$ cat src/hw/rtl/hdh_pkg.sv
package hdh_pkg;

  localparam int CORDIC_STEPS = 32;
  localparam int STEP_W       = $clog2(CORDIC_STEPS);
  localparam int SQRT_STEPS   = 32;
  localparam int SQ_W         = $clog2(SQRT_STEPS);
  localparam int CW           = 34;

  typedef logic signed [CW-1:0] cval_t;

  localparam logic [31:0] RAD_PER_UNIT  = 32'd2012227627;
  localparam logic [31:0] TWO_RADIUS_CM = 32'd1274200000;
  localparam cval_t       CORDIC_GAIN   = 34'sd652032874;
  localparam cval_t       UNITS_QUARTER = 34'sd900000000;
  localparam cval_t       UNITS_HALF    = 34'sd1800000000;
  localparam cval_t       UNITS_FULL    = 34'sd3600000000;
  localparam logic [30:0] Q_ONE         = 31'h4000_0000;
  localparam logic [30:0] DIST_MAX      = 31'd2100000000;

  localparam logic [1:0] REG_HOME_LAT = 2'd0;
  localparam logic [1:0] REG_HOME_LON = 2'd1;
  localparam logic [1:0] REG_HOME_ALT = 2'd2;

  typedef struct packed {
    logic start;
    logic vec;
  } cor_cmd_t;

  typedef enum logic [4:0] {
    S_IDLE, S_LOAD,
    S_M_SLAT, S_C_SLAT, S_W_SLAT,
    S_M_SLON, S_C_SLON, S_W_SLON,
    S_M_CLAT, S_C_CLAT, S_W_CLAT,
    S_M_CHOM, S_C_CHOM, S_W_CHOM,
    S_M_H1, S_M_H2, S_M_CC, S_M_T, S_SUM_A,
    S_Q1, S_WQ1, S_Q2, S_WQ2, S_VEC, S_WVEC,
    S_M_GND, S_GND, S_M_GSQ, S_M_ADSQ, S_NSUM, S_WR, S_OUT
  } state_t;

  // round(atan(2^-i) * 2^30)
  function automatic cval_t atan_q30(input logic [STEP_W-1:0] i);
    cval_t v;
    logic [5:0] sh;
    sh = 6'd30 - 6'(i);
    case (i)
      STEP_W'(0): v = 34'sd843314857;
      STEP_W'(1): v = 34'sd497837829;
      STEP_W'(2): v = 34'sd263043837;
      STEP_W'(3): v = 34'sd133525159;
      STEP_W'(4): v = 34'sd67021687;
      STEP_W'(5): v = 34'sd33543516;
      STEP_W'(6): v = 34'sd16775851;
      STEP_W'(7): v = 34'sd8388437;
      STEP_W'(8): v = 34'sd4194283;
      STEP_W'(9): v = 34'sd2097149;
      default: begin
        if (int'(i) <= 30) v = cval_t'(34'd1 << sh);
        else v = '0;
      end
    endcase
    return v;
  endfunction

endpackage

$ cat src/hw/rtl/hdh_isqrt.sv
module hdh_isqrt (
  input  logic        clk,
  input  logic        rst_n,
  input  logic        start,
  input  logic [63:0] n_in,
  output logic        done,
  output logic [32:0] root,
  output logic [63:0] rem
);
  import hdh_pkg::*;

  logic [63:0]     n_r, r_r, bit_r;
  logic [SQ_W-1:0] cnt_r;
  logic            busy_r, done_r;
  logic [63:0]     trial;
  logic            ge;

  assign trial = r_r + bit_r;
  assign ge    = n_r >= trial;

  always_ff @(posedge clk) begin
    if (!rst_n) begin
      busy_r <= 1'b0;
      done_r <= 1'b0;
    end else begin
      done_r <= 1'b0;
      if (start) begin
        busy_r <= 1'b1;
      end else if (busy_r && cnt_r == SQ_W'(SQRT_STEPS - 1)) begin
        busy_r <= 1'b0;
        done_r <= 1'b1;
      end
    end
  end

  always_ff @(posedge clk) begin
    if (start) begin
      n_r   <= n_in;
      r_r   <= '0;
      bit_r <= 64'd1 << 62;
      cnt_r <= '0;
    end else if (busy_r) begin
      if (ge) begin
        n_r <= n_r - trial;
        r_r <= (r_r >> 1) + bit_r;
      end else begin
        r_r <= r_r >> 1;
      end
      bit_r <= bit_r >> 2;
      cnt_r <= cnt_r + 1'b1;
    end
  end

  assign done = done_r;
  assign root = r_r[32:0];
  assign rem  = n_r;

endmodule

$ cat config.mk
export PLATFORM = sky130hd
export DESIGN_NAME = hdh_isqrt
export DESIGN_NICKNAME = d
export VERILOG_FILES = /design/src/hw/rtl/hdh_pkg.sv /design/src/hw/rtl/hdh_isqrt.sv
export SDC_FILE = /design/constraint.sdc
export NUM_CORES = 1
export LEC_CHECK = 0
export BUFFER_PORTS_ARGS = -buffer_cell sky130_fd_sc_hd__buf_2
export CELL_PAD_IN_SITES_DETAIL_PLACEMENT = 1
export CELL_PAD_IN_SITES_GLOBAL_PLACEMENT = 1
export CORE_UTILIZATION = 49
export DETAILED_ROUTE_END_ITERATION = 8
export GPL_TIMING_DRIVEN = 0
export PLACE_DENSITY_LB_ADDON = 0.1
export SETUP_SLACK_MARGIN = 0.1
export SYNTH_ARGS = -nofsm -noshare
export SYNTH_HDL_FRONTEND = slang
export SYNTH_SLANG_ARGS = --single-unit
$ cat constraint.sdc
create_clock -name clk -period 17.5 [get_ports clk]
set_clock_uncertainty 0.05 [all_clocks]
set_input_delay 3.5 -clock clk [delete_from_list [all_inputs] [get_ports clk]]
set_output_delay 3.5 -clock clk [all_outputs]
set_load 0.02 [all_outputs]
==> results.toml <==
[timing]
max_slew.worst_pin.slew_ns = 1.28
fin_ws_ns = 10.17
maxSlewViolCount = 0
clock.fmax_mhz = 136
rsz0062_at_grt = "no"
slew_headroom = 0.145
finalSetupTns_ns = 0
fin_crit_sh = 0.419
fin_crit_ns = 7.33
setup_viol = 0
timing_hold_violations_final = 0

[synth]
yosys_register_bits = 167
synthFlopType = "dfxtp_1"
synth_compound_area_frac = 0.252
ys_top_cells_by_area = "dfxtp_1 13%, edfxtp_1 13%, ha_1 11%"
synth-simple-area-share = 0.204
synth-edff-count = 64
async_reset_ff_frac = 0
yosys.area.top_type = "dfxtp_1"
yosysWarnings = 0
synth_xor_area_frac = 0.0837
muxShareOfSynthArea = 0.0326
synth_top_family_by_area = "compound AO/OA/AOI/OAI gates"
synth.distinct_cells = 91
synthCells = 1934
ys_seq_area_frac = 0.261
synth_fa_ha_area_frac = 0.109
avgSynthCellArea_um2 = 7.90
synth_area_mm2 = 0.0153
synth.net_count = 2134
synth.top_cell.area_share = 0.135

[drt]
num_vias = 15700
drtIter0Drc = 999
avgRoutedWirePerCell_um = 22.1
viasPerCell = 6.21
antenna_left = 0
dr.pass1.iters = 5
post-route-drc-count = 0
wirelength_um = 55700

[place]
dpl.hpwl_um = 43200
dp_slack_ns = 10.39
routabilityCongestion = 0.938
numPortBuffers = 164

[worst_setup_path]
cp_data_required_time_ns = 17.59
cpMostUsedCell = "nand2_1"
cpMaxStageDelayCell = "nor4_1"
crit-reg2reg-launch = "r_r[2]"
crit_path_end_kind = "flop"
start_kind = "flop"
crit_start = "r_r[2]"
worst_ep_arrival_time_ns = 7.42
slowest_delay_ns = 0.82
setup.worst_path.class = "reg2reg"
r2r_cells = 25
crit_fanout = 35

[layout]
syn_to_final_growth_pct = 12.4
layout.nets = 2318
final_core_util = 0.560
final_common_cell = "nand2_1"
drive_gt1_frac = 0.142
diodes = 0
fillers = 3899
layout_common_cells = "237 x nand2_1, 189 x nor2_1, 176 x buf_2"

[die]
rows = 64
die_width_um = 179
dieArea_mm2 = 0.0319
core_mm2 = 0.0307
io_pins = 165
fp.dieH_um = 179
start_util = 0.498

[global_route]
grt_overflow = 0
grt_use_total = 0.353
grt_pass1_wl_um = 87100
grt_max_degree = 36
antenna_found_initial = 1
grt_pass1_vias = 15900

[worst_hold_path]
min_path_cells = 2
hp-class = "reg2reg"
holdCritStartpoint = "r_r[54]"

[job]
maxCapViolations = 0

[clocking]
cts_hold_buf = 0
clock_sinks = 167
numCtsBuffers = 17
htreeDepth = 4
postCtsResizedCells = 0
clock_path_buffers = 2
cts_root_buffer = "clkbuf_16"
path_clk_slew_ns = 0.08
clk_latency_ns = 0.46
cts_setup_buffers = 0
cts_tree = "done"

[pwr]
leakagePower_nw = 7.08
power_density_mw_per_mm2 = 168
power.total_w = 0.00288
peakVddDrop_mv = 0.0885

[run_status]
status = "finished, final reports clean"
-- cell families (layout without fill, tap and decap cells) --
logic type / count (synthesis) / in the layout
xor gates and xnor gates: 146 / 146
muxes: 49 / 49
buffers and inverters: 173 / 369
AOI/OAI and AO/OA: 592 / 592
adders and majority gates: 133 / 133
and+or+nand+nor: 674 / 674
DFF: 167 / 167
-- routing by layer --
layer  vias to the layer above  track usage  part of all wire  routed length (um)
met3                       122       0.0422             0.046                2550
met5                         -            0           0.00023                  13
li1                       7460            -                 -                   -
met2                       481        0.609              0.48               26800
met1                      7611        0.438              0.44               24300
met4                         2        0.152             0.037                2060
-- critical path, delay by kind of cell (launching register included) --
kind,cells,cell delay (ns)
and+or+nand+nor,10,2.66
adders and majority gates,2,0.66
buffers and inverters,4,1.00
DFF,1,0.38
xor gates and xnor gates,1,0.20
AOI/OAI and AO/OA,8,1.99
-- power breakdown --
| part | switching (W) | internal (W) | total, W |
|---|---|---|---|
| Sequential | 0.0000914 | 0.000539 | 0.000630 |
| Combinational | 0.00120 | 0.000668 | 0.00187 |
| Clock | 0.000186 | 0.000196 | 0.000382 |
| Total | 0.00148 | 0.00140 | 0.00288 |
-- registers in the layout, summed over array words and instances, names as in the netlist --
register  cells
cnt_r         5
busy_r        1
r_r          64
bit_r        32
done          1
rem          64
-- final timing paths --
kind	endpoint	slack, ns
setup / recovery	rem[34]	10.17
hold / removal	r_r[54]	0.47
setup reg to reg	rem[34]	10.17
hold reg to reg	r_r[54]	0.47
-- stage by stage --
stage	cell area (um^2)	instances	hold slack (ns)
after floorplan	15300	1934	0.417
after global placement	16600	2494	0.433
after detailed placement	16600	2495	0.454
after CTS	17200	2526	0.466
after global routing	17200	2526	0.519
final	17200	2526	0.472
-- final cells by class --
class / count / area, um^2 / area share
inverter: 34 / 128 / 0.00743
buffer: 139 / 746 / 0.0434
sequential: 167 / 3980 / 0.232
tap: 396 / 495 / 0.0288
timing repair buffer: 165 / 841 / 0.0489
clock buffer: 20 / 468 / 0.0272
multi-input combinational: 1594 / 10400 / 0.607
clock inverter: 11 / 88.8 / 0.00517
-- cell usage after synthesis (6+ instances only) --
| master | instances |
|---|---|
| a211oi_1 | 44 |
| a21o_1 | 56 |
| a21oi_1 | 125 |
| a31o_2 | 13 |
| a31oi_1 | 49 |
| and2_1 | 11 |
| and3_1 | 14 |
| and4_1 | 8 |
| buf_1 | 6 |
| buf_2 | 12 |
| buf_4 | 42 |
| clkbuf_1 | 71 |
| dfxtp_1 | 103 |
| edfxtp_1 | 64 |
| ha_1 | 132 |
| inv_1 | 34 |
| mux2i_1 | 46 |
| nand2_1 | 238 |
| nand2b_1 | 13 |
| nand3_1 | 41 |
| nand4_1 | 41 |
| nor2_1 | 189 |
| nor2b_1 | 23 |
| nor3_1 | 37 |
| nor4_1 | 17 |
| o211ai_1 | 20 |
| o21a_1 | 14 |
| o21ai_0 | 146 |
| o21ai_1 | 15 |
| o21bai_1 | 24 |
| o22ai_1 | 7 |
| o31ai_1 | 12 |
| or2_2 | 6 |
| or3_1 | 9 |
| or4_1 | 15 |
| xnor2_1 | 77 |
| xor2_1 | 69 |
(Power assumes the default switching activity.)
