--- config.mk ---
export PLATFORM = sky130hd
export DESIGN_NAME = hdh_cordic
export DESIGN_NICKNAME = d
export VERILOG_FILES = /design/src/hw/rtl/hdh_pkg.sv /design/src/hw/rtl/hdh_cordic.sv
export SDC_FILE = /design/constraint.sdc
export NUM_CORES = 1
export LEC_CHECK = 0
export BUFFER_PORTS_ARGS = -buffer_cell sky130_fd_sc_hd__clkbuf_2
export CORE_MARGIN = 2
export CORE_UTILIZATION = 36
export CTS_BUF_LIST = sky130_fd_sc_hd__clkbuf_8 sky130_fd_sc_hd__clkbuf_16
export CTS_CLUSTER_DIAMETER = 50
export DETAILED_ROUTE_END_ITERATION = 6
export HOLD_SLACK_MARGIN = 0.03
export PLACE_DENSITY = 0.61
export SLEW_MARGIN = 10
export SYNTH_ARGS = -nofsm -noshare
export SYNTH_HDL_FRONTEND = slang
export SYNTH_SLANG_ARGS = --single-unit
--- constraint.sdc ---
create_clock -name clk -period 7.89 [get_ports clk]
set_input_delay 0.3945 -clock clk [delete_from_list [all_inputs] [get_ports clk]]
set_output_delay 0.3945 -clock clk [all_outputs]
set_load 0.05 [all_outputs]
--- src/hw/rtl/hdh_pkg.sv ---
package hdh_pkg;

  localparam int CORDIC_STEPS = 32;
  localparam int STEP_W       = $clog2(CORDIC_STEPS);
  localparam int SQRT_STEPS   = 32;
  localparam int SQ_W         = $clog2(SQRT_STEPS);
  localparam int CW           = 34;

  typedef logic signed [CW-1:0] cval_t;

  localparam logic [31:0] RAD_PER_UNIT  = 32'd2012227627;
  localparam logic [31:0] TWO_RADIUS_CM = 32'd1274200000;
  localparam cval_t       CORDIC_GAIN   = 34'sd652032874;
  localparam cval_t       UNITS_QUARTER = 34'sd900000000;
  localparam cval_t       UNITS_HALF    = 34'sd1800000000;
  localparam cval_t       UNITS_FULL    = 34'sd3600000000;
  localparam logic [30:0] Q_ONE         = 31'h4000_0000;
  localparam logic [30:0] DIST_MAX      = 31'd2100000000;

  localparam logic [1:0] REG_HOME_LAT = 2'd0;
  localparam logic [1:0] REG_HOME_LON = 2'd1;
  localparam logic [1:0] REG_HOME_ALT = 2'd2;

  typedef struct packed {
    logic start;
    logic vec;
  } cor_cmd_t;

  typedef enum logic [4:0] {
    S_IDLE, S_LOAD,
    S_M_SLAT, S_C_SLAT, S_W_SLAT,
    S_M_SLON, S_C_SLON, S_W_SLON,
    S_M_CLAT, S_C_CLAT, S_W_CLAT,
    S_M_CHOM, S_C_CHOM, S_W_CHOM,
    S_M_H1, S_M_H2, S_M_CC, S_M_T, S_SUM_A,
    S_Q1, S_WQ1, S_Q2, S_WQ2, S_VEC, S_WVEC,
    S_M_GND, S_GND, S_M_GSQ, S_M_ADSQ, S_NSUM, S_WR, S_OUT
  } state_t;

  // round(atan(2^-i) * 2^30)
  function automatic cval_t atan_q30(input logic [STEP_W-1:0] i);
    cval_t v;
    logic [5:0] sh;
    sh = 6'd30 - 6'(i);
    case (i)
      STEP_W'(0): v = 34'sd843314857;
      STEP_W'(1): v = 34'sd497837829;
      STEP_W'(2): v = 34'sd263043837;
      STEP_W'(3): v = 34'sd133525159;
      STEP_W'(4): v = 34'sd67021687;
      STEP_W'(5): v = 34'sd33543516;
      STEP_W'(6): v = 34'sd16775851;
      STEP_W'(7): v = 34'sd8388437;
      STEP_W'(8): v = 34'sd4194283;
      STEP_W'(9): v = 34'sd2097149;
      default: begin
        if (int'(i) <= 30) v = cval_t'(34'd1 << sh);
        else v = '0;
      end
    endcase
    return v;
  endfunction

endpackage

--- src/hw/rtl/hdh_cordic.sv ---
module hdh_cordic (
  input  logic             clk,
  input  logic             rst_n,
  input  hdh_pkg::cor_cmd_t cmd,
  input  hdh_pkg::cval_t   x0,
  input  hdh_pkg::cval_t   y0,
  input  hdh_pkg::cval_t   z0,
  output logic             done,
  output hdh_pkg::cval_t   x,
  output hdh_pkg::cval_t   y,
  output hdh_pkg::cval_t   z
);
  import hdh_pkg::*;

  cval_t             x_r, y_r, z_r;
  logic [STEP_W-1:0] cnt_r;
  logic              busy_r, done_r, vec_r;

  cval_t dx, dy, at;
  logic  pos, up;

  always_comb begin
    dx  = y_r >>> cnt_r;
    dy  = x_r >>> cnt_r;
    at  = atan_q30(cnt_r);
    // rotation steers on z, vectoring on y
    pos = vec_r ? ~y_r[CW-1] : ~z_r[CW-1];
    up  = vec_r ^ pos;
  end

  always_ff @(posedge clk) begin
    if (!rst_n) begin
      busy_r <= 1'b0;
      done_r <= 1'b0;
    end else begin
      done_r <= 1'b0;
      if (cmd.start) begin
        busy_r <= 1'b1;
      end else if (busy_r && cnt_r == STEP_W'(CORDIC_STEPS - 1)) begin
        busy_r <= 1'b0;
        done_r <= 1'b1;
      end
    end
  end

  always_ff @(posedge clk) begin
    if (cmd.start) begin
      x_r   <= x0;
      y_r   <= y0;
      z_r   <= z0;
      vec_r <= cmd.vec;
      cnt_r <= '0;
    end else if (busy_r) begin
      if (up) begin
        x_r <= x_r - dx;
        y_r <= y_r + dy;
        z_r <= z_r - at;
      end else begin
        x_r <= x_r + dx;
        y_r <= y_r - dy;
        z_r <= z_r + at;
      end
      cnt_r <= cnt_r + 1'b1;
    end
  end

  assign done = done_r;
  assign x    = x_r;
  assign y    = y_r;
  assign z    = z_r;

endmodule

==> impl_metrics.toml <==
[cts]
clockBufferDepth = 2
cts_tree = "yes"
hold_buffers = 0
clock_latency_ns = 0.40
cts-buffers-inserted = 9
numClockSinks = 110
cts_resized = 0
post-cts-setup-buffers = 0
root_buffer = "clkbuf_16"
h-tree-depth = 3
cts.reportedPaths.clkPinSlew_ns = 0.08

[sta]
grt_setup_unrepaired = "no"
worst_slew_pin_slew_ns = 1.10
setup_viol = 0
period_needed_ns = 7.11
timing.final.hold_violations = 0
setup_tns_ns = 0
finalClockSkew_ns = 0.00901
post-route-period-util_pct = 90.1
max_freq_mhz = 141
max-slew-margin-rel_pct = 26.1
slew_violations = 0

[drt]
antenna_left = 0
firstDrtPassIters = 6
first_iter_violations = 1480
wirelength_microns = 66000
avgViaCountPerCell = 6.14
drcViolationCount = 0
wl_per_cell_microns = 23.6
vias = 17200

[run_status]
status = "completed"

[grt]
grtUsageTotal_pct = 25.9
grt_pass1_vias = 16300
grt_max_degree = 90
antenna_found_initial = 0
grt_overflow = 0
grt_pass1_wl_microns = 99000

[die]
initial_core_util_pct = 36.3
die_area_sq_um = 49600
ioPinCount = 209
fp.coreArea_sq_um = 47400
die_width_microns = 223
die_h_microns = 223
core.rowCount = 80

[critical_path]
cp-start-kind = "flip-flop"
slowest_delay_ns = 0.77
critPathMostFrequentCell = "o21ai_0"
path_class = "flip-flop to flip-flop"
cp_slowest_cell = "dfxtp_4"
critPathMaxFanout = 64
crit_required_ns = 8.04
critPathBufInv = 1
critPathCaptureType = "flip-flop"
reg2reg_from = "cnt_r[1]"
worstRegToRegCells = 21
worstPathArrival_ns = 7.26
worstPathCellList = "buf_12 -> mux4_2 -> mux2i_1 -> o22ai_1 -> a211oi_1 -> nand3_1 -> or3_1 -> nor3_2 -> a21oi_1 -> xor2_1 -> ha_1 -> a2111oi_0 -> o21ai_0 -> o21ai_0 -> a2bb2oi_1 -> o31ai_1 -> a221o_1 -> a21oi_1 -> o21ai_0 -> xnor2_1 -> mux2_2"
path_delay_family = "compound AO/OA/AOI/OAI gates"
r2r_slack_ns = 0.78
reg2reg_to = "x[33]"

[worst_hold_path]
hold_end = "vec_r"
min_path_type = "input port to flip-flop"
min_path_cells = 1
hold_start = "cmd[0]"

[synthesis]
ys_types = 100
synth_edf_count = 103
yosysWarningCount = 0
syn_inst = 2051
synth.avg_cell_area_sq_um = 8.39
synth_seq_cells = 110
async_flop_share_pct = 0
syn_area_sq_um = 17200
synth_top_flop_cell = "edfxtp_1"
postSynthNetCount = 2268
yosysSeqAreaShare_pct = 18.8

[place]
place.gp.congestion = 0.956
hpwl_microns = 50900
port-buffer-count = 208

[final_layout]
mostFrequentLayoutCells = "nand2_1 (252), clkbuf_2 (207), o21ai_0 (178), nor2_1 (143), a21oi_1 (136)"
final_common_cell = "nand2_1"
area_growth_pct = 10.7
n_antenna_cell = 0
layout.nets = 2395
final_layout_size_suffix_gt1_share_pct = 20.4

[flow_run]
max_cap_viol_count = 0
## layer usage
layer / wire length (microns) / track usage, % / vias up / part of all wire, %
li1: - / - / 8028 / -
met1: 27400 / 32.9 / 8317 / 42
met3: 3740 / 3.17 / 126 / 5.7
met2: 31600 / 43.6 / 694 / 48
met4: 3220 / 12.6 / 0 / 4.9
met5: 0 / 0 / - / 0
## cells in the mapped netlist, types with 13 or more instances
cell / number / area share [%]
xor2_1: 85 / 4.3
buf_2: 28 / 0.81
mux2i_1: 53 / 3.1
a21o_1: 43 / 1.9
o31ai_1: 25 / 1.1
o21a_1: 24 / 1.0
clkbuf_1: 70 / 1.5
o211ai_1: 13 / 0.57
nor2_1: 143 / 3.1
o21ai_0: 178 / 5.2
mux4_2: 81 / 11
and2_1: 25 / 0.91
mux2_2: 50 / 3.3
a31oi_1: 44 / 1.6
xnor2_1: 85 / 4.3
nand2b_1: 28 / 1.0
nor2b_1: 18 / 0.65
nor3_1: 28 / 0.81
a21oi_1: 136 / 4.0
nand2_1: 252 / 5.5
a211oi_1: 19 / 0.83
edfxtp_1: 103 / 18
o22ai_1: 22 / 0.80
inv_1: 40 / 0.87
or2_2: 20 / 0.73
and3_1: 19 / 0.69
ha_1: 108 / 7.8
nand3_1: 47 / 1.4
## cell type report
cell class | count | area [sq um]
Timing Repair Buffer | 243 | 1340
Sequential cell | 110 | 3250
Multi-Input combinational cell | 1771 | 13200
Fill cell | 4922 | 28400
Inverter | 43 | 161
Tap cell | 615 | 769
Clock inverter | 6 | 80.1
Clock buffer | 9 | 225
## worst max-delay path by stage
stage	from	to	slack (ns)	cells past startpoint
2_1_floorplan	cnt_r[0]	z[29]	1.70	32
5_1_grt	cnt_r[1]	z[29]	0.38	25
3_5_place_dp	cnt_r[1]	x[33]	0.95	21
6_report	cnt_r[1]	x[33]	0.78	21
4_1_cts	cnt_r[1]	x[33]	0.90	21
3_3_place_gp	cnt_r[1]	x[33]	1.15	21
## registers in the layout, indices dropped and copies added, names as in the netlist
| signal | count |
|---|---|
| x | 34 |
| cnt_r | 5 |
| done | 1 |
| vec_r | 1 |
| busy_r | 1 |
| z | 34 |
| y | 34 |
## metrics by stage
stage                     hold WS (ns)  area [sq um]  util, %  std cells  setup slack (ns)
after floorplan                  0.493         17200        -       2051              1.70
after detailed placement         0.626         18700     39.5       2782             0.946
after global routing             0.203         19100     40.2       2797             0.378
after global placement           0.625         18700     39.5       2782              1.15
after CTS                        0.190         19100     40.2       2797             0.901
final                            0.211         19100     40.2       2797             0.782
## cell families (layout without fill, tap and decap cells)
logic type	Yosys count	in the layout	share of synthesized area (%)
compound gates	662	662	25.0
simple gates	643	643	17.8
mux	185	185	17.0
xor+xnor	170	170	8.65
buf+inv	170	301	4.55
fa+ha+maj	111	111	8.20
flops	110	110	18.8
Power is left out: the tool's default activity adds up to more than one toggle a clock period on the data nets, which glitch-free logic cannot reach.
